===== config.mk =====
export PLATFORM = sky130hd
export DESIGN_NAME = mwcv_front
export DESIGN_NICKNAME = d
export VERILOG_FILES = /design/src/rtl/core/mwcv_pkg.sv /design/src/rtl/core/mwcv_front.sv
export SDC_FILE = /design/constraint.sdc
export NUM_CORES = 1
export LEC_CHECK = 0
export BUFFER_PORTS_ARGS = -buffer_cell sky130_fd_sc_hd__buf_2
export CORE_MARGIN = 5
export CORE_UTILIZATION = 43
export DETAILED_ROUTE_END_ITERATION = 10
export HOLD_SLACK_MARGIN = 0.06
export PLACE_DENSITY = 0.83
export REMOVE_ABC_BUFFERS = 1
export SETUP_SLACK_MARGIN = 0.4
export SLEW_MARGIN = 20
export SYNTH_ARGS = -nofsm -noshare
export SYNTH_HDL_FRONTEND = slang
export SYNTH_SLANG_ARGS = --single-unit

===== constraint.sdc =====
create_clock -name aclk -period 2 [get_ports aclk]
set_input_delay 0.2 -clock aclk [delete_from_list [all_inputs] [get_ports aclk]]
set_output_delay 0.2 -clock aclk [all_outputs]
set_load 0.05 [all_outputs]

===== src/rtl/core/mwcv_pkg.sv =====
// Package with sizes, item types and back-end states of the covering-window block.
`default_nettype none
package mwcv_pkg;

    localparam int MAX_COVER    = 128;
    localparam int WINDOW_DEPTH = 4096;

    localparam int VALUE_W = 16;
    localparam int K_W     = 8;
    localparam int IDX_W   = $clog2(MAX_COVER);
    localparam int PTR_W   = $clog2(WINDOW_DEPTH);
    localparam int OCC_W   = PTR_W + 1;
    localparam int CNT_W   = OCC_W;
    localparam int OUT_W   = 16;

    localparam int QUEUE_DEPTH = 4;
    localparam int QPTR_W      = $clog2(QUEUE_DEPTH);

    // One window entry: whether the value counts, and its slot in the count table.
    typedef struct packed {
        logic             in_range;
        logic [IDX_W-1:0] idx;
    } win_entry_t;

    // One classified input item as it travels through the queue.
    typedef struct packed {
        logic       last;
        win_entry_t entry;
    } item_t;

    typedef enum logic [2:0] {
        S_IDLE,
        S_POP_RD,
        S_POP_CNT,
        S_POP_WR,
        S_PUSH,
        S_PUSH_WR,
        S_CHECK,
        S_REPORT
    } back_state_t;

endpackage
`default_nettype wire


===== src/rtl/core/mwcv_front.sv =====
// Front end: cover count register and classification of incoming values.
`default_nettype none
module mwcv_front (
    input  wire logic                        aclk,
    input  wire logic                        aresetn,
    input  wire logic                        cfg_we,
    input  wire logic [mwcv_pkg::K_W-1:0]    cfg_wdata,
    input  wire logic [mwcv_pkg::VALUE_W-1:0] in_value,
    input  wire logic                        in_last,
    output mwcv_pkg::item_t                  item,
    output logic [mwcv_pkg::K_W-1:0]         k_eff
);
    import mwcv_pkg::*;

    logic [K_W-1:0] cover_reg;
    logic [K_W-1:0] cover_next;
    logic           in_range;

    // Saturate k into 1..MAX_COVER on the write.
    always_comb begin
        cover_next = cover_reg;
        if (cfg_we) begin
            priority if (cfg_wdata == '0) begin
                cover_next = K_W'(1);
            end else if (cfg_wdata > K_W'(MAX_COVER)) begin
                cover_next = K_W'(MAX_COVER);
            end else begin
                cover_next = cfg_wdata;
            end
        end
    end

    always_ff @(posedge aclk) begin
        if (!aresetn) begin
            cover_reg <= K_W'(1);
        end else begin
            cover_reg <= cover_next;
        end
    end

    assign k_eff    = cover_reg;
    assign in_range = (in_value != '0) && (in_value <= VALUE_W'(cover_reg));

    always_comb begin
        item.last           = in_last;
        item.entry.in_range = in_range;
        item.entry.idx      = IDX_W'(in_value - VALUE_W'(1));
    end

endmodule
`default_nettype wire


==> impl_metrics.toml <==
[floorplanning]
std_cell_rows = 14
fp.dieW_um = 49.12
die_area_mm2 = 0.002413
core-area_mm2 = 0.001471
die_h_um = 49.12
pin_count = 45
start_util_pct = 44.73

[critical_path]
reg2regPathDepth = 3
timing.critical_path.buf_inv = 2
cp_max_fo = 2
cpPeakStageDelay_ns = 0.33
crit_required_ns = 1.80
worst-path-stages = 7
slowest_stage = "dfxtp_2"
path_cells = "inv_2 > ha_4 > nand4_1 > nor2_1 > a21oi_1 > nor3_1 > buf_4"
criticalPathCategory = "reg2out"
critical-path-top-delay-family = "simple AND/OR/NAND/NOR gates"
end_kind = "primary output"
critPathLaunchType = "register"
cp_data_arrival_time_ns = 1.62

[finish]
n_antenna_cell = 0
layout-drive-gt1-share_pct = 51.97
layout_common_cells = "buf_2 (41), nand2_1 (8), and2_1 (6)"
num-nets-final = 166
largest_reg_flops = 8
synthToLayoutAreaGrowth_pct = 49.43
final_common_cell = "buf_2"

[timing]
maxSlewHeadroom_pct = 83.49
tightest_slew_ns = 0.2437
slew_violations = 0
finalCriticalPeriod_ns = 1.823
max_freq_mhz = 548.6
rsz0062_at_grt = "yes"
holdWs_ns = 0.1708
final_hold_viol_count = 0
fin_worst_skew_ns = 0
finalCritPeriodShare_pct = 91.14
setup_viol = 0

[power_and_ir_drop]
p_leak_nw = 0.4708
power-per-cell-area_mw_per_mm2 = 517.7
power_w = 0.0005091
p_sw_w = 0.0001955
power_switching_share_pct = 38.39
p_comb_share_pct = 41.5
p_int_w = 0.0003137
clkPwrFrac_pct = 24.6
peakVddDrop_mv = 0.4044
p_seq_share_pct = 33.9

[flow_run]
cap_violations = 0

[global_routing]
grt_pass1_vias = 699
gr-total-overflow = 0
antenna_found_initial = 0
grt_max_degree = 14
grt_pass1_wl_mm = 2.953
grt_usage_pct = 15.39

[placement]
place_hpwl_mm = 1.453
port_buffers = 42
gp_congestion = 0.7674

[drt]
wire_per_inst_um = 12.50
dr.pass1.iters = 4
drtIter0Drc = 5
route.detailed.drc = 0
antenna_left = 0
vias = 741
vias_per_cell = 5.182
routed_wl_mm = 1.788

[yosys]
synth_cells = 83
syn_area_um2 = 658.1
synth_seq_cells = 8
yosysWarnings = 0
seq_area_frac_synth_pct = 24.33
netlist.area_leader.share_pct = 24.33
avgSynthCellArea_um2 = 7.929
synth_cell_types = 28
synthTopCellsByArea = "dfxtp_1 (24%), ha_1 (17%), and2_1 (5.7%), inv_1 (5.7%), nand2_1 (4.6%)"
synth_area_leader_cell = "dfxtp_1"

[run_status]
status = "completed"

[clock_tree]
cts-root-buf = "clkbuf_4"
htreeDepth = 1
cts_buffers = 3
worstSkewPairLatency_ns = 0.26
tritoncts = "built"
clk_pin_slew_ns = 0.05
cts.sinks = 8
clockBufferDepth = 2

[hold_path]
hp-class = "in2reg"
hold_depth = 2
==> power by group through the flow <==
stage	logic (W)	registers (W)	clock network (W)
6_report	0.000211	0.000173	0.000125
5_1_grt	0.000229	0.000174	0.000142
4_1_cts	0.000203	0.000172	0.000129
3_5_place_dp	0.000192	0.000175	0
3_3_place_gp	0.000188	0.000174	0
2_1_floorplan	0.0000986	0.000200	0
==> repair_timing <==
item,in CTS,in global routing
hold buffers,0,0
setup buffers,0,2
pin swaps,5,5
endpoints found under the setup margin,1,1
hold endpoints to repair,0,0
gates resized for setup,8,8
==> cells in the mapped netlist <==
cell       n
and2b_2    1
mux2i_1    1
nor3_2     1
nand4_1    2
nor2_1     3
a21o_1     1
or4_4      1
o21ai_1    3
nand3_2    1
o211ai_1   1
xor2_1     2
dfxtp_1    8
nand2_1    8
o311ai_1   1
a211oi_1   1
and2_1     6
a21oi_1    3
nor3_1     3
buf_2      1
o22ai_1    4
ha_1       9
nand2b_1   1
nor2b_1    2
inv_1     10
nor4_1     2
xnor2_1    3
buf_4      2
nand3_1    2
==> final timing paths <==
check	from	slack, ns	end
max reg2reg	k_eff[3]	1.25	k_eff[3]
min reg2reg	k_eff[0]	0.53	k_eff[0]
min	aresetn	0.17	k_eff[0]
max	k_eff[5]	0.18	item[7]
==> kinds of logic (layout without fill, tap and decap cells) <==
group / count (synthesis) / count (layout) / synth area share [%]
buffers and inverters: 13 / 57 / 8.744
DFF: 8 / 8 / 24.33
and+or+nand+nor: 33 / 33 / 28.52
muxes: 1 / 1 / 1.521
AOI/OAI and AO/OA: 14 / 14 / 13.12
xor gates and xnor gates: 5 / 5 / 6.655
adders and majority gates: 9 / 9 / 17.11
==> final cells by class <==
cell class	instances	area, um^2
Tap cell	16	20.02
Fill cell	129	488.0
Multi-Input combinational cell	62	510.5
Timing Repair Buffer	44	227.7
Inverter	10	37.54
Clock buffer	3	22.52
Sequential cell	8	165.2
==> metal layers <==
layer | global-route usage (%) | up-vias | wire length [um]
met4 | 10.76 | 0 | 47
li1 | - | 377 | -
met5 | 0 | - | 0
met3 | 6.728 | 5 | 207
met2 | 23.18 | 40 | 757
met1 | 17.00 | 319 | 776
==> worst reg2reg max path: cells and delay by family, from the launching register on <==
kind                   cells  cell delay [ns]
AOI/OAI and AO/OA          1             0.08
buffers and inverters      1             0.11
and+or+nand+nor            1             0.15
DFF                        1             0.30
==> per-stage QoR <==
stage	instances	TNS (ns)	worst slack [ns]	cell area [um^2]	util, %
floorplan	80	-0.6220	-0.6220	638.1	-
global placement	138	0	0.3894	868.3	59.01
detailed placement	138	0	0.3284	868.3	59.01
CTS	141	0	0.1364	940.9	63.95
global route	143	0	0.09557	983.4	66.84
finish	143	0	0.1771	983.4	66.84
Power figures use the tool's default switching activity.
