<file path="config.mk">
export PLATFORM = sky130hd
export DESIGN_NAME = mwcv_queue
export DESIGN_NICKNAME = d
export VERILOG_FILES = /design/src/rtl/core/mwcv_pkg.sv /design/src/rtl/core/mwcv_queue.sv
export SDC_FILE = /design/constraint.sdc
export NUM_CORES = 1
export LEC_CHECK = 0
export BUFFER_PORTS_ARGS = -buffer_cell sky130_fd_sc_hd__buf_2
export CORE_UTILIZATION = 35
export DETAILED_ROUTE_END_ITERATION = 6
export SLEW_MARGIN = 10
export SYNTH_ARGS = -nofsm -noshare
export SYNTH_HDL_FRONTEND = slang
export SYNTH_SLANG_ARGS = --single-unit
</file>
<file path="constraint.sdc">
create_clock -name aclk -period 6.5 [get_ports aclk]
set_input_delay 0.325 -clock aclk [delete_from_list [all_inputs] [get_ports aclk]]
set_output_delay 0.325 -clock aclk [all_outputs]
set_load 0.05 [all_outputs]
</file>
<file path="src/rtl/core/mwcv_pkg.sv">
// Package with sizes, item types and back-end states of the covering-window block.
`default_nettype none
package mwcv_pkg;

    localparam int MAX_COVER    = 128;
    localparam int WINDOW_DEPTH = 4096;

    localparam int VALUE_W = 16;
    localparam int K_W     = 8;
    localparam int IDX_W   = $clog2(MAX_COVER);
    localparam int PTR_W   = $clog2(WINDOW_DEPTH);
    localparam int OCC_W   = PTR_W + 1;
    localparam int CNT_W   = OCC_W;
    localparam int OUT_W   = 16;

    localparam int QUEUE_DEPTH = 4;
    localparam int QPTR_W      = $clog2(QUEUE_DEPTH);

    // One window entry: whether the value counts, and its slot in the count table.
    typedef struct packed {
        logic             in_range;
        logic [IDX_W-1:0] idx;
    } win_entry_t;

    // One classified input item as it travels through the queue.
    typedef struct packed {
        logic       last;
        win_entry_t entry;
    } item_t;

    typedef enum logic [2:0] {
        S_IDLE,
        S_POP_RD,
        S_POP_CNT,
        S_POP_WR,
        S_PUSH,
        S_PUSH_WR,
        S_CHECK,
        S_REPORT
    } back_state_t;

endpackage
`default_nettype wire

</file>
<file path="src/rtl/core/mwcv_queue.sv">
// Short queue of classified items between front and back end.
`default_nettype none
module mwcv_queue (
    input  wire logic      aclk,
    input  wire logic      aresetn,
    input  wire logic      in_valid,
    output logic           in_ready,
    input  wire mwcv_pkg::item_t in_item,
    output logic           out_valid,
    input  wire logic      out_ready,
    output mwcv_pkg::item_t out_item
);
    import mwcv_pkg::*;

    item_t               slot_reg [QUEUE_DEPTH];
    logic [QPTR_W-1:0]   wptr_reg;
    logic [QPTR_W-1:0]   wptr_next;
    logic [QPTR_W-1:0]   rptr_reg;
    logic [QPTR_W-1:0]   rptr_next;
    logic [QPTR_W:0]     fill_reg;
    logic [QPTR_W:0]     fill_next;
    logic                push;
    logic                pop;

    assign in_ready  = (fill_reg != (QPTR_W+1)'(QUEUE_DEPTH));
    assign out_valid = (fill_reg != '0);
    assign out_item  = slot_reg[rptr_reg];
    assign push      = in_valid && in_ready;
    assign pop       = out_valid && out_ready;

    always_comb begin
        wptr_next = push ? wptr_reg + QPTR_W'(1) : wptr_reg;
        rptr_next = pop  ? rptr_reg + QPTR_W'(1) : rptr_reg;
        fill_next = fill_reg;
        if (push && !pop) begin
            fill_next = fill_reg + (QPTR_W+1)'(1);
        end else if (pop && !push) begin
            fill_next = fill_reg - (QPTR_W+1)'(1);
        end
    end

    always_ff @(posedge aclk) begin
        if (!aresetn) begin
            wptr_reg <= '0;
            rptr_reg <= '0;
            fill_reg <= '0;
        end else begin
            wptr_reg <= wptr_next;
            rptr_reg <= rptr_next;
            fill_reg <= fill_next;
        end
    end

    always_ff @(posedge aclk) begin
        if (push) begin
            slot_reg[wptr_reg] <= in_item;
        end
    end

endmodule
`default_nettype wire

</file>
==> results of run 1 <==
[per-stage QoR]
stage          power, mW  hold WS (ns)
5_1_grt            0.906         0.227
6_report           0.860         0.238
3_3_place_gp       0.695         0.481
3_5_place_dp       0.704         0.504
4_1_cts            0.871         0.235
2_1_floorplan      0.640         0.424
[final cells by class]
type                            count  area share, %
Timing Repair Buffer               23           5.55
Tap cell                           67           4.04
Multi-Input combinational cell     44           24.8
Inverter                            3          0.543
Clock buffer                        6           3.50
Sequential cell                    45           60.8
Clock inverter                      2          0.724
[worst max-delay path by stage]
stage / cells past startpoint / startpoint / endpoint / slack (ns)
2_1_floorplan: 8 / fill_reg[0] / fill_reg[2] / 4.44
3_3_place_gp: 8 / fill_reg[0] / fill_reg[2] / 4.39
3_5_place_dp: 8 / fill_reg[0] / fill_reg[2] / 4.26
4_1_cts: 8 / fill_reg[0] / fill_reg[2] / 4.26
5_1_grt: 8 / fill_reg[0] / fill_reg[2] / 4.15
6_report: 8 / fill_reg[0] / fill_reg[2] / 4.29
[metal layers]
| metal | global-route usage (%) | part of all wire [%] |
|---|---|---|
| met1 | 12.5 | 43 |
| met4 | 6.84 | 1.8 |
| met2 | 18.2 | 50 |
| met5 | 0 | 0 |
| met3 | 4.12 | 4.8 |
[where the power goes]
part | internal (mW) | leakage (nW) | switching [mW]
clock network | 0.0757 | 0.0374 | 0.0929
logic | 0.108 | 0.275 | 0.185
registers | 0.353 | 0.404 | 0.0451
total | 0.537 | 0.717 | 0.323
[critical path, stage by stage, from the launching register on]
cell and delay, ns:
sky130_fd_sc_hd__dfxtp_1 0.53, sky130_fd_sc_hd__nor2_2 0.10, sky130_fd_sc_hd__a21boi_4 0.25, sky130_fd_sc_hd__ha_1 0.23, sky130_fd_sc_hd__inv_1 0.06, sky130_fd_sc_hd__fa_1 0.37
sky130_fd_sc_hd__xor2_1 0.16, sky130_fd_sc_hd__or3_1 0.30, sky130_fd_sc_hd__a21boi_0 0.15
[placed cells by master, fill, tap and decap left out, drive strengths merged]
master | netlist | layout
nor2 | 1 | 1
nor2b | 1 | 1
o311ai | 1 | 1
buf | 1 | 23
dfxtp | 9 | 9
mux2i | 3 | 3
o31ai | 1 | 1
fa | 1 | 1
o21ai | 1 | 1
clkinvlp | 0 | 2
a21boi | 2 | 2
mux4 | 9 | 9
nand2 | 5 | 5
or3 | 2 | 2
edfxtp | 36 | 36
xor2 | 1 | 1
xnor2 | 3 | 3
ha | 5 | 5
and2 | 8 | 8
clkbuf | 2 | 6
inv | 3 | 3
[cells by family (layout without fill, tap and decap cells)]
logic type      Yosys count  count (layout)  synth area share, %
compound gates            5               5                 3.82
fa+ha+maj                 6               6                 4.59
mux                      12              12                 12.9
flops                    45              45                 70.1
xor+xnor                  4               4                 1.95
simple gates             17              17                 5.29
buf+inv                   6              34                 1.32
==> results.md, run 1 <==
- The top achievable clock speed is approximately 0.45 GHz.
- No sink is reached through more buffers than the 2 on the longest clock path.
- Setup slack on the critical path of the routed design comes to 4.29 ns.
- The leakage power is 0.717 nW.
- From bottom edge to top edge, the die measures 73.7 um.
- The endpoint of the worst register-to-register path is fill_reg[2].
- In the synthesized netlist the async set-or-reset flop fraction comes to 0%.
- The maximum number of pins on one net before global-route repair is 15.
- The classification of the worst-slack hold path is in -> reg.
- The effective utilization at floorplan is 37.1%.
- Counting instances, the worst hold path has a depth of 1.
- The clock net in this run drives a total of 45 sinks.
- Headroom to the max-slew limit came out at around 58%.
- The number of port buffers is 23.
- The post-DP HPWL is about 1800 um.
- The path with the worst hold slack has its endpoint at slot_reg[1][6].
- The sum of routed wire length over all layers is 2750 um.
- The biggest fanout along the worst timing path is 7.
- Setup violations remaining at the end of the flow were counted as 0.
- The number of buffers inserted by post-CTS setup repair is 0.
- The number of filler cells placed in the layout is between 400 and 500.
- STA classifies the critical path startpoint as a flop.
- The tool flagged a number of max-cap violations equal to 0.
- The layout net count is 141.
- The total clock buffers created by CTS is 5.
- The final cycle utilization of the critical path is roughly 34%.
- The total cell area at the placement stage is between 1500 and 2000 sq um.
- The run finished with clean final reports.
- The maximum level of the CTS H-tree is 2.
- The number of global-route vias before repair is 881.
- The mean area per synthesized cell is 18.9 sq um.
- The placeable core region is 4850 sq um.
- Setup repair after global routing left no endpoint under its margin.
- The later pin in the worst-skew pair is clocked with a latency of 0.30 ns.
- Synthesis instantiated 22 different standard cells from the library.
- The congestion estimate from routability-driven global placement came to 0.675.
- The total global routing track utilization is about 11%.
- Hold repair after CTS inserted 0 buffers.
- IR analysis of the VDD net gives a maximum drop of 0.215 mV.
- The post-synthesis instance area is 1800 sq um.
- By area the synthesized netlist is led by sky130_fd_sc_hd__edfxtp_1 (60%), sky130_fd_sc_hd__mux4_2 (11%), sky130_fd_sc_hd__dfxtp_1 (10%).
- The register with the most flip-flops in the layout has 36 of them.
- The clock-pin transition on the worst setup and hold timing paths is 0.09 ns.
- The worst register-to-register path begins at fill_reg[0].
- Summing all non-filler instances in the final layout gives an area of 2070 sq um.
- The area growth from synthesis to layout is 15.2%.
- The via count is 875.
- Summing all flip-flop and latch instances after layout gives 1260 sq um.
- The first global-routing pass estimated 4160 um of wire.
- The type of the worst setup path is reg -> reg.
- The final core utilization is a little over two fifths.
- The cell sitting at the root of the clock tree is a sky130_fd_sc_hd__clkbuf_8.
- The number of placed instances, taps included is 182.
- The warning count from the yosys run is 0.
- TritonCTS built the clock tree.
- The area share of the largest cell type after synthesis is 60.1%.
- The number of pins exceeding their max-slew limit in the final report came to 0.
- In the synthesized netlist the dominant register cell turns out to be sky130_fd_sc_hd__edfxtp_1.
- The non-filler instance count after layout is 190.
- The total grt overflow is 0.
- By count the netlist is led by sky130_fd_sc_hd__edfxtp_1 (36), sky130_fd_sc_hd__dfxtp_1 (9), sky130_fd_sc_hd__mux4_2 (9), sky130_fd_sc_hd__and2_1 (8).
- At the pin with the least slew margin, the transition time is 0.624 ns.
- The worst-case clock skew is about 0.012 ns.
- In this run the core area contains 25 standard-cell rows.
- The kind of end point of the critical path is a flop.
- The dominant cell by count in the synthesized netlist is sky130_fd_sc_hd__edfxtp_1.
- Data arrives at the worst endpoint at between 2 and 2.5 ns.
- The initial antenna violation count is 0.
- In the routed design, unresolved DRC markers number 0.
- Gates resized during post-CTS repair numbered 0.
- The count of final hold-check violations is 0.
- Before CTS, the worst setup slack after placement is 4.26 ns.
- The clock period could shrink to 2.21 ns.
- For this block, the initial DRC count from the detailed router was 39.
- The total power per unit cell area is 415 nW/um^2.
- The first detailed-routing pass ran for 4 iterations.
- The worst setup slack for register-to-register paths is 4.29 ns.
- In this run, synthesis produced a sequential element count of 45.
- The largest area contributor in the netlist is sky130_fd_sc_hd__edfxtp_1.
- Counting cells, the worst reg-to-reg path comes to 8.
- The area taken by multi-input logic gates is 514 sq um.
- The detail-routed via count per cell is 4.61.
- The worst path required time is 6.73 ns.
- The number of nets in the synthesized netlist is 114.
- The setup TNS is 0 ns.
- 0 antenna diodes ended up in the layout.
- Once detail routing completed, the nets flagged for antenna violations numbered 0.
- Sequential elements use 70.1% of the synthesized area.
- The width of the die is about 74 um.
- The worst hold path begins at in_item[6].
- The total die area is ~5400 sq um.
- The post-synthesis instance total is 95.
- In this run the count of I/O pins placed on the die edge is 24.
- The average wire per cell in the routed design is around 14 um.
- In the final layout, the share of cells above drive strength 1 is 35.8%.
- The count of flip-flops with a built-in enable after synthesis is 36.
No activity file was read; power rests on OpenSTA's default activity.
==> inputs of run 2 (changes only) <==
--- a/config.mk
+++ b/config.mk
@@ -5,6 +5,7 @@
 export SDC_FILE = /design/constraint.sdc
 export NUM_CORES = 1
 export LEC_CHECK = 0
+export ABC_AREA = 1
 export BUFFER_PORTS_ARGS = -buffer_cell sky130_fd_sc_hd__buf_2
 export CORE_UTILIZATION = 35
 export DETAILED_ROUTE_END_ITERATION = 6
==> constraint.sdc (replaced) <==
create_clock -name aclk -period 2.1 [get_ports aclk]
set_input_delay 0.105 -clock aclk [delete_from_list [all_inputs] [get_ports aclk]]
set_output_delay 0.105 -clock aclk [all_outputs]
set_load 0.05 [all_outputs]
==> results.md, run 2 <==
- The prevailing post-synth register cell is sky130_fd_sc_hd__edfxtp_1 (unchanged).
- The type of the worst setup path was reg -> reg (unchanged).
- The setup TNS is 0 ns (unchanged).
- The number of global-route vias before repair is 1089 (was 881).
- Top library cells by usage in the layout, fill and taps aside: sky130_fd_sc_hd__edfxtp_1 (36), sky130_fd_sc_hd__nor2_1 (31), sky130_fd_sc_hd__buf_2 (23) (was sky130_fd_sc_hd__edfxtp_1 (36), sky130_fd_sc_hd__buf_2 (23), sky130_fd_sc_hd__mux4_2 (9), sky130_fd_sc_hd__dfxtp_1 (9), sky130_fd_sc_hd__and2_1 (8)).
- The classification of the worst-slack hold path is in -> reg (unchanged).
- The number of filler cells placed in the layout is 493 (was 446).
- The footprint of the flip-flops and latches is 1260 sq um (unchanged).
- The routing usage on met1 was 15.1% (was 12.5%).
- The highest-utilization routing layer at the global route stage was met2 (unchanged).
- The area share of the largest cell type after synthesis is 58.1% (was 60.1%).
- The effective utilization at floorplan is 36.5% (was 37.1%).
- The area taken by multi-input logic gates came to 502 sq um (was 514 sq um).
- The post-cts repair resize count is 0 (unchanged).
- The share of layout cells above drive strength 1 is 23.0% (was 35.8%).
- The detail-routed via count per cell is 4.53 (was 4.61).
- The flip-flop and latch count after synthesis is 45 (unchanged).
- The placeable core region is 5110 sq um (was 4850 sq um).
- The post-synthesis instance total is 154 (was 95).
- The total die area was 5620 sq um (was 5430 sq um).
- The post-synthesis instance area is 1860 sq um (was 1800 sq um).
- The fraction of synthesis flops using an asynchronous set or reset pin is 0% (unchanged).
- The worst-case clock skew is 0.00138 ns (was 0.0119 ns).
- The synthesis-to-layout area growth is 16.8% (was 15.2%).
- The average wire per cell in the routed design was 12.2 um (was 14.5 um).
- The biggest fanout along the worst timing path is 5 (was 7).
- The total clock buffers created by CTS is 5 (unchanged).
- The commonest non-fill, non-tap cell in the layout is sky130_fd_sc_hd__edfxtp_1 (unchanged).
- The total global routing track utilization is 12.6% (was 11.2%).
- The mean area per synthesized cell was 12.1 sq um (was 18.9 sq um).
- The kind of end point of the critical path is a flop (unchanged).
- Run status: finished clean (unchanged).
- The cell area after layout is 2170 sq um (was 2070 sq um).
- The clock sink count was 45 (unchanged).
- The part of the Yosys area used for sequential elements came to 67.7% (was 70.1%).
- The post-DP HPWL is 2120 um (was 1830 um).
- The maximum root-to-sink buffer count is 2 (unchanged).
- The maximum number of pins on one net before global-route repair is 19 (was 15).
- The count of flip-flops with a built-in enable after synthesis is 36 (unchanged).
- The post-route total power is 2.84 mW (was 860 uW).
- The startpoint type of the worst setup path is a flop (unchanged).
- The final estimated routing congestion in global placement is 0.778 (was 0.675).
- The number of violations reported at the end of detailed-routing iteration 0 is 51 (was 39).
- The floorplan die height is 74.9 um (was 73.7 um).
- Setup repair after global routing missed its margin: no (unchanged).
- The diode insertion count for antenna repair was 0 (unchanged).
- The final cycle utilization of the critical path was 83.4% (was 34.0%).
- The CTS tree is built (unchanged).
- The number of buffers inserted by post-CTS setup repair is 0 (unchanged).
- The measured slew at the worst slew-check pin is 0.361 ns (was 0.624 ns).
- The flip-flop count of the largest register, all copies and words added was 36 (unchanged).
- Cell types with the highest counts after synthesis: sky130_fd_sc_hd__edfxtp_1 (36), sky130_fd_sc_hd__nor2_1 (31), sky130_fd_sc_hd__o21ai_0 (17), sky130_fd_sc_hd__inv_1 (13), sky130_fd_sc_hd__nand2_1 (10) (was sky130_fd_sc_hd__edfxtp_1 (36), sky130_fd_sc_hd__dfxtp_1 (9), sky130_fd_sc_hd__mux4_2 (9), sky130_fd_sc_hd__and2_1 (8)).
- The global-route track usage on met3 came to 3.88% (was 4.12%).
- The later-pin clock latency in the skew report was 0.29 ns (was 0.30 ns).
- The hold buffer count at cts was 0 (unchanged).
- The first-pass GRT wire length is 5020 um (was 4160 um).
- The worst hold-check slack was 0.0312 ns (was 0.238 ns).
- The total power per unit cell area is 1310 nW/um^2 (was 415 nW/um^2).
- The via count is 1163 (was 875).
- The number of nets still failing antenna checks after routing is 0 (unchanged).
- The number of pins exceeding their max-slew limit in the final report came to 0 (unchanged).
- The width of the die is 74.9 um (was 73.7 um).
- The shortest clock period the worst path allows after layout was 1.75 ns (was 2.21 ns).
- The leakage power is 0.839 nW (was 0.717 nW).
- The I/O pin count is 24 (unchanged).
- The total cell area at the placement stage was 2070 sq um (was 1990 sq um).
- The top achievable clock speed is 0.571 GHz (was 0.452 GHz).
- The count of cell types in the netlist came to 20 (was 22).
- Synth top area cells: sky130_fd_sc_hd__edfxtp_1 (58%), sky130_fd_sc_hd__dfxtp_1 (9.7%), sky130_fd_sc_hd__nor2_1 (6.3%) (was sky130_fd_sc_hd__edfxtp_1 (60%), sky130_fd_sc_hd__mux4_2 (11%), sky130_fd_sc_hd__dfxtp_1 (10%)).
- The clock-pin transition on the worst setup and hold timing paths is 0.08 ns (was 0.09 ns).
- The maximum level of the CTS H-tree is 2 (unchanged).
- The number of failing setup endpoints in the final timing report came to 0 (unchanged).
- The worst slew margin relative to its limit is 75.9% (was 58.4%).
- The number of port buffers came to 23 (unchanged).
- The worst path required time is 2.29 ns (was 6.73 ns).
- The row count is 26 (was 25).
- The detailed-router iteration count before antenna repair was 5 (was 4).
- The layout net count was 205 (was 141).
- The critical path data arrival time is 1.94 ns (was 2.44 ns).
- The count of final hold-check violations is 0 (unchanged).
- The total grt overflow was 0 (unchanged).
- The initial antenna violation count is 0 (unchanged).
- The library cell used as clock root buffer was sky130_fd_sc_hd__clkbuf_8 (unchanged).
- The maximum vdd drop came to 0.696 mV (was 0.215 mV).
- The largest area contributor in the netlist is sky130_fd_sc_hd__edfxtp_1 (unchanged).
- The net count after synthesis is 173 (was 114).
- The dominant cell by count in the synthesized netlist is sky130_fd_sc_hd__edfxtp_1 (unchanged).
- The number of max-cap violations came to 0 (unchanged).
- The DRC violation count after routing was 0 (unchanged).
- The met2 usage is 21.4% (was 18.2%).
- The warning count from the yosys run is 0 (unchanged).
- The sum of routed wire length over all layers is 3130 um (was 2750 um).
-- run 2: changes by cell type after synthesis, sizes merged, moves of 3 or more --
cell,previous run,this run
inv,3,16
nand3,0,4
a21oi,0,3
o22ai,0,9
mux4,9,0
and2,8,0
mux2i,3,0
xnor2,3,0
nor2,1,32
nand2,5,15
o21ai,1,19
-- run 2: report_power, final --
group	internal, mW	leakage, nW	switching, mW
Combinational	0.285	0.382	0.757
Clock	0.351	0.0528	0.267
Sequential	1.09	0.404	0.0896
-- run 2: cell families (layout without fill, tap and decap cells) --
| family | Yosys count | count (layout) | share of synthesized area (%) |
|---|---|---|---|
| buffers and inverters | 19 | 52 | 5.31 |
| AOI/OAI and AO/OA | 31 | 31 | 8.94 |
| and+or+nand+nor | 52 | 52 | 13.1 |
| xor gates and xnor gates | 1 | 1 | 0.471 |
| DFF | 45 | 45 | 67.7 |
| adders and majority gates | 6 | 6 | 4.44 |
-- run 2: per-layer routing --
| layer | wire [um] | up-vias | part of all wire (%) |
|---|---|---|---|
| li1 | - | 594 | - |
| met1 | 1460 | 540 | 47 |
| met2 | 1510 | 21 | 48 |
| met3 | 125 | 8 | 4.0 |
| met4 | 38 | 0 | 1.2 |
| met5 | 0 | - | 0 |
-- run 2: critical path, stage by stage, from the launching register on --
cell and delay [ns]:
sky130_fd_sc_hd__dfxtp_1 0.44, sky130_fd_sc_hd__nor2_4 0.07, sky130_fd_sc_hd__nand2_4 0.08, sky130_fd_sc_hd__nand2_4 0.06, sky130_fd_sc_hd__inv_2 0.06, sky130_fd_sc_hd__ha_1 0.15, sky130_fd_sc_hd__inv_1 0.06, sky130_fd_sc_hd__fa_1 0.38
sky130_fd_sc_hd__inv_1 0.07, sky130_fd_sc_hd__nand2_1 0.04, sky130_fd_sc_hd__nand3_1 0.08, sky130_fd_sc_hd__nand2_1 0.06, sky130_fd_sc_hd__nand2_1 0.05, sky130_fd_sc_hd__nor2_1 0.03
-- run 2: final timing paths --
check,startpoint,to,slack [ns],depth (start not counted)
worst max-delay path,fill_reg[0],fill_reg[2],0.35,13
worst min-delay path,in_item[5],slot_reg[0][5],0.03,1
worst min register to register,rptr_reg[0],rptr_reg[0],0.51,2
worst max register to register,fill_reg[0],fill_reg[2],0.35,13
-- run 2: layout make-up --
type,instances,area share (%)
Inverter,16,2.99
Timing Repair Buffer,28,7.02
Clock inverter,2,1.55
Tap cell,70,4.03
Multi-Input combinational cell,90,23.1
Clock buffer,6,3.34
Sequential cell,45,58.0
-- run 2: stage by stage --
step	std cells	util, %	setup WS [ns]
detailed placement	249	40.5	0.340
global placement	249	40.5	0.385
finish	257	42.6	0.350
floorplan	154	-	0.324
global route	257	42.6	0.163
CTS	257	42.6	0.303
==> inputs of run 3 (changes only) <==
==> constraint.sdc (replaced) <==
create_clock -name aclk -period 1.68 [get_ports aclk]
set_input_delay 0.084 -clock aclk [delete_from_list [all_inputs] [get_ports aclk]]
set_output_delay 0.084 -clock aclk [all_outputs]
set_load 0.05 [all_outputs]
==> results.md, run 3 (synthesized netlist as in run 2, its figures left out) <==
- The worst slew margin relative to its limit came to 75.9% (about the same).
- The total power per unit cell area came to 1620 nW/um^2 (was 1310 nW/um^2).
- The row count came to 26 (unchanged).
- The total global routing track utilization is 13.1% (was 12.6%).
- The synthesis-to-layout area growth is 23.7% (was 16.8%).
- The critical path data arrival time is 1.79 ns (was 1.94 ns).
- The measured slew at the worst slew-check pin came to 0.360 ns (was 0.361 ns).
- Run status: finished clean (unchanged).
- The final estimated routing congestion in global placement is 0.827 (was 0.778).
- The startpoint of the most critical register-to-register path is fill_reg[0] (unchanged).
- The number of nets still failing antenna checks after routing was 0 (unchanged).
- The total clock buffers created by CTS is 5 (unchanged).
- The post-route total power is 3.73 mW (was 2.84 mW).
- The top achievable clock speed is 0.625 GHz (was 0.571 GHz).
- The placeable core region came to 5110 sq um (unchanged).
- The sum of routed wire length over all layers is 3330 um (was 3130 um).
- The number of filler cells placed in the layout is 487 (was 493).
- The biggest fanout along the worst timing path is 3 (was 5).
- The kind of end point of the critical path is a flop (unchanged).
- The leakage power is 0.891 nW (was 0.839 nW).
- Setup repair after global routing missed its margin: yes (was no).
- The worst setup slack for register-to-register paths came to 0.08 ns (was 0.35 ns).
- The DRC violation count after routing is 0 (unchanged).
- The maximum number of pins on one net before global-route repair is 20 (was 19).
- The count of final hold-check violations is 0 (unchanged).
- The depth of the most critical reg-to-reg path is 9 (was 13).
- The detailed-router iteration count before antenna repair is 4 (was 5).
- The number of violations reported at the end of detailed-routing iteration 0 is 48 (was 51).
- Top library cells by usage in the layout, fill and taps aside: sky130_fd_sc_hd__edfxtp_1 (36), sky130_fd_sc_hd__nor2_1 (31), sky130_fd_sc_hd__buf_2 (23) (unchanged).
- The number of failing setup endpoints in the final timing report came to 0 (unchanged).
- The maximum level of the CTS H-tree came to 2 (unchanged).
- The number of max-cap violations is 0 (unchanged).
- The number of global-route vias before repair is 1078 (was 1089).
- The post-DP HPWL came to 2110 um (was 2120 um).
- The average wire per cell in the routed design is 12.4 um (was 12.2 um).
- The worst-case clock skew is 0.00494 ns (was 0.00138 ns).
- The shortest clock period the worst path allows after layout is 1.60 ns (was 1.75 ns).
- The cell depth of the worst hold path was 1 (unchanged).
- The detail-routed via count per cell is 4.43 (was 4.53).
- The I/O pin count is 24 (unchanged).
- The clock-pin transition on the worst setup and hold timing paths is 0.08 ns (about the same).
- The diode insertion count for antenna repair is 0 (unchanged).
- The total die area is 5620 sq um (unchanged).
- The startpoint type of the worst setup path is a flop (unchanged).
- The first-pass GRT wire length is 5160 um (was 5020 um).
- The via count is 1187 (was 1163).
- The number of pins exceeding their max-slew limit in the final report is 0 (unchanged).
- The endpoint of the worst register-to-register path is fill_reg[1] (was fill_reg[2]).
- The initial antenna violation count was 0 (unchanged).
- The origin of the worst min-delay path is in_item[7] (was in_item[5]).
- The classification of the worst-slack hold path is in -> reg (unchanged).
- The area taken by multi-input logic gates is 526 sq um (was 502 sq um).
- The floorplan die height is 74.9 um (unchanged).
- The maximum vdd drop is 0.886 mV (was 0.696 mV).
- The width of the die was 74.9 um (unchanged).
- The library cell used as clock root buffer is sky130_fd_sc_hd__clkbuf_8 (unchanged).
- The flip-flop count of the largest register, all copies and words added is 36 (unchanged).
- The final core utilization is 45.1% (was 42.6%).
- The effective utilization at floorplan is 36.5% (unchanged).
- The end point of the worst hold path is slot_reg[0][7] (was slot_reg[0][5]).
- The clock sink count is 45 (unchanged).
- The maximum root-to-sink buffer count came to 2 (unchanged).
- The type of the worst setup path is reg -> reg (unchanged).
- The worst path required time is 1.88 ns (was 2.29 ns).
- The total grt overflow is 0 (unchanged).
- The number of port buffers is 23 (unchanged).
- The final cycle utilization of the critical path is 95.2% (was 83.4%).
- The later-pin clock latency in the skew report is 0.29 ns (about the same).
- The share of layout cells above drive strength 1 is 29.3% (was 23.0%).
- The layout net count is 216 (was 205).
- The footprint of the flip-flops and latches is 1270 sq um (was 1260 sq um).
- The commonest non-fill, non-tap cell in the layout is sky130_fd_sc_hd__edfxtp_1 (unchanged).
- The CTS tree is built (unchanged).
[run 3: how the worst max path moves through the flow]
stage	startpoint	endpoint	slack [ns]
after floorplan	fill_reg[0]	fill_reg[1]	-0.03
after global placement	fill_reg[0]	fill_reg[1]	0.03
after detailed placement	fill_reg[0]	fill_reg[1]	-0.005
after CTS	fill_reg[1]	fill_reg[2]	0.003
after global routing	fill_reg[0]	fill_reg[1]	-0.01
final	fill_reg[0]	fill_reg[1]	0.08
[run 3: metal layers]
layer  track usage, %  vias up  part of all wire, %
li1                 -      620                    -
met1             15.7      539                   46
met2             21.6       22                   48
met3             4.55        6                  4.2
met4             5.03        0                  1.5
met5                0        -                    0
[run 3: cell type report]
class,count,share of cell area [%]
clock buffer,6,3.15
sequential,45,55.1
clock inverter,2,1.47
timing repair buffer,39,10.8
tap,70,3.80
multi-input combinational,90,22.8
inverter,16,2.93
[run 3: timing repair]
action,in CTS,in global routing
cloned,0,0
endpoints found under the hold margin,20,0
setup buffers,1,5
gates resized for setup,2,3
hold buffers,5,0
pin swaps,1,5
setup endpoints to repair,4,2
[run 3: power breakdown]
group	total (mW)	switching [mW]	internal (mW)	leakage, nW
Sequential	1.46	0.0871	1.38	0.405
Combinational	1.49	1.02	0.464	0.433
Clock	0.782	0.343	0.439	0.0528
[run 3: critical path, stage by stage (launching register included)]
cell                      delay, ns
sky130_fd_sc_hd__dfxtp_4       0.36
sky130_fd_sc_hd__nor2_4        0.16
sky130_fd_sc_hd__nand2_4       0.08
sky130_fd_sc_hd__nand2_4       0.07
sky130_fd_sc_hd__inv_4         0.04
sky130_fd_sc_hd__ha_4          0.15
sky130_fd_sc_hd__inv_2         0.05
sky130_fd_sc_hd__fa_2          0.42
sky130_fd_sc_hd__o21ai_2       0.11
sky130_fd_sc_hd__nor2_1        0.04
[run 3: metrics by stage]
step	area, sq um	setup TNS (ns)	setup slack (ns)	hold slack [ns]	std cells
2_1_floorplan	1880	-0.0558	-0.0287	0.183	154
3_3_place_gp	2090	0	0.0293	0.301	249
3_5_place_dp	2090	-0.00490	-0.00490	0.305	249
4_1_cts	2260	0	0.00348	0.00145	263
5_1_grt	2300	-0.0138	-0.00992	0.00663	268
6_report	2300	0	0.0811	0.00840	268
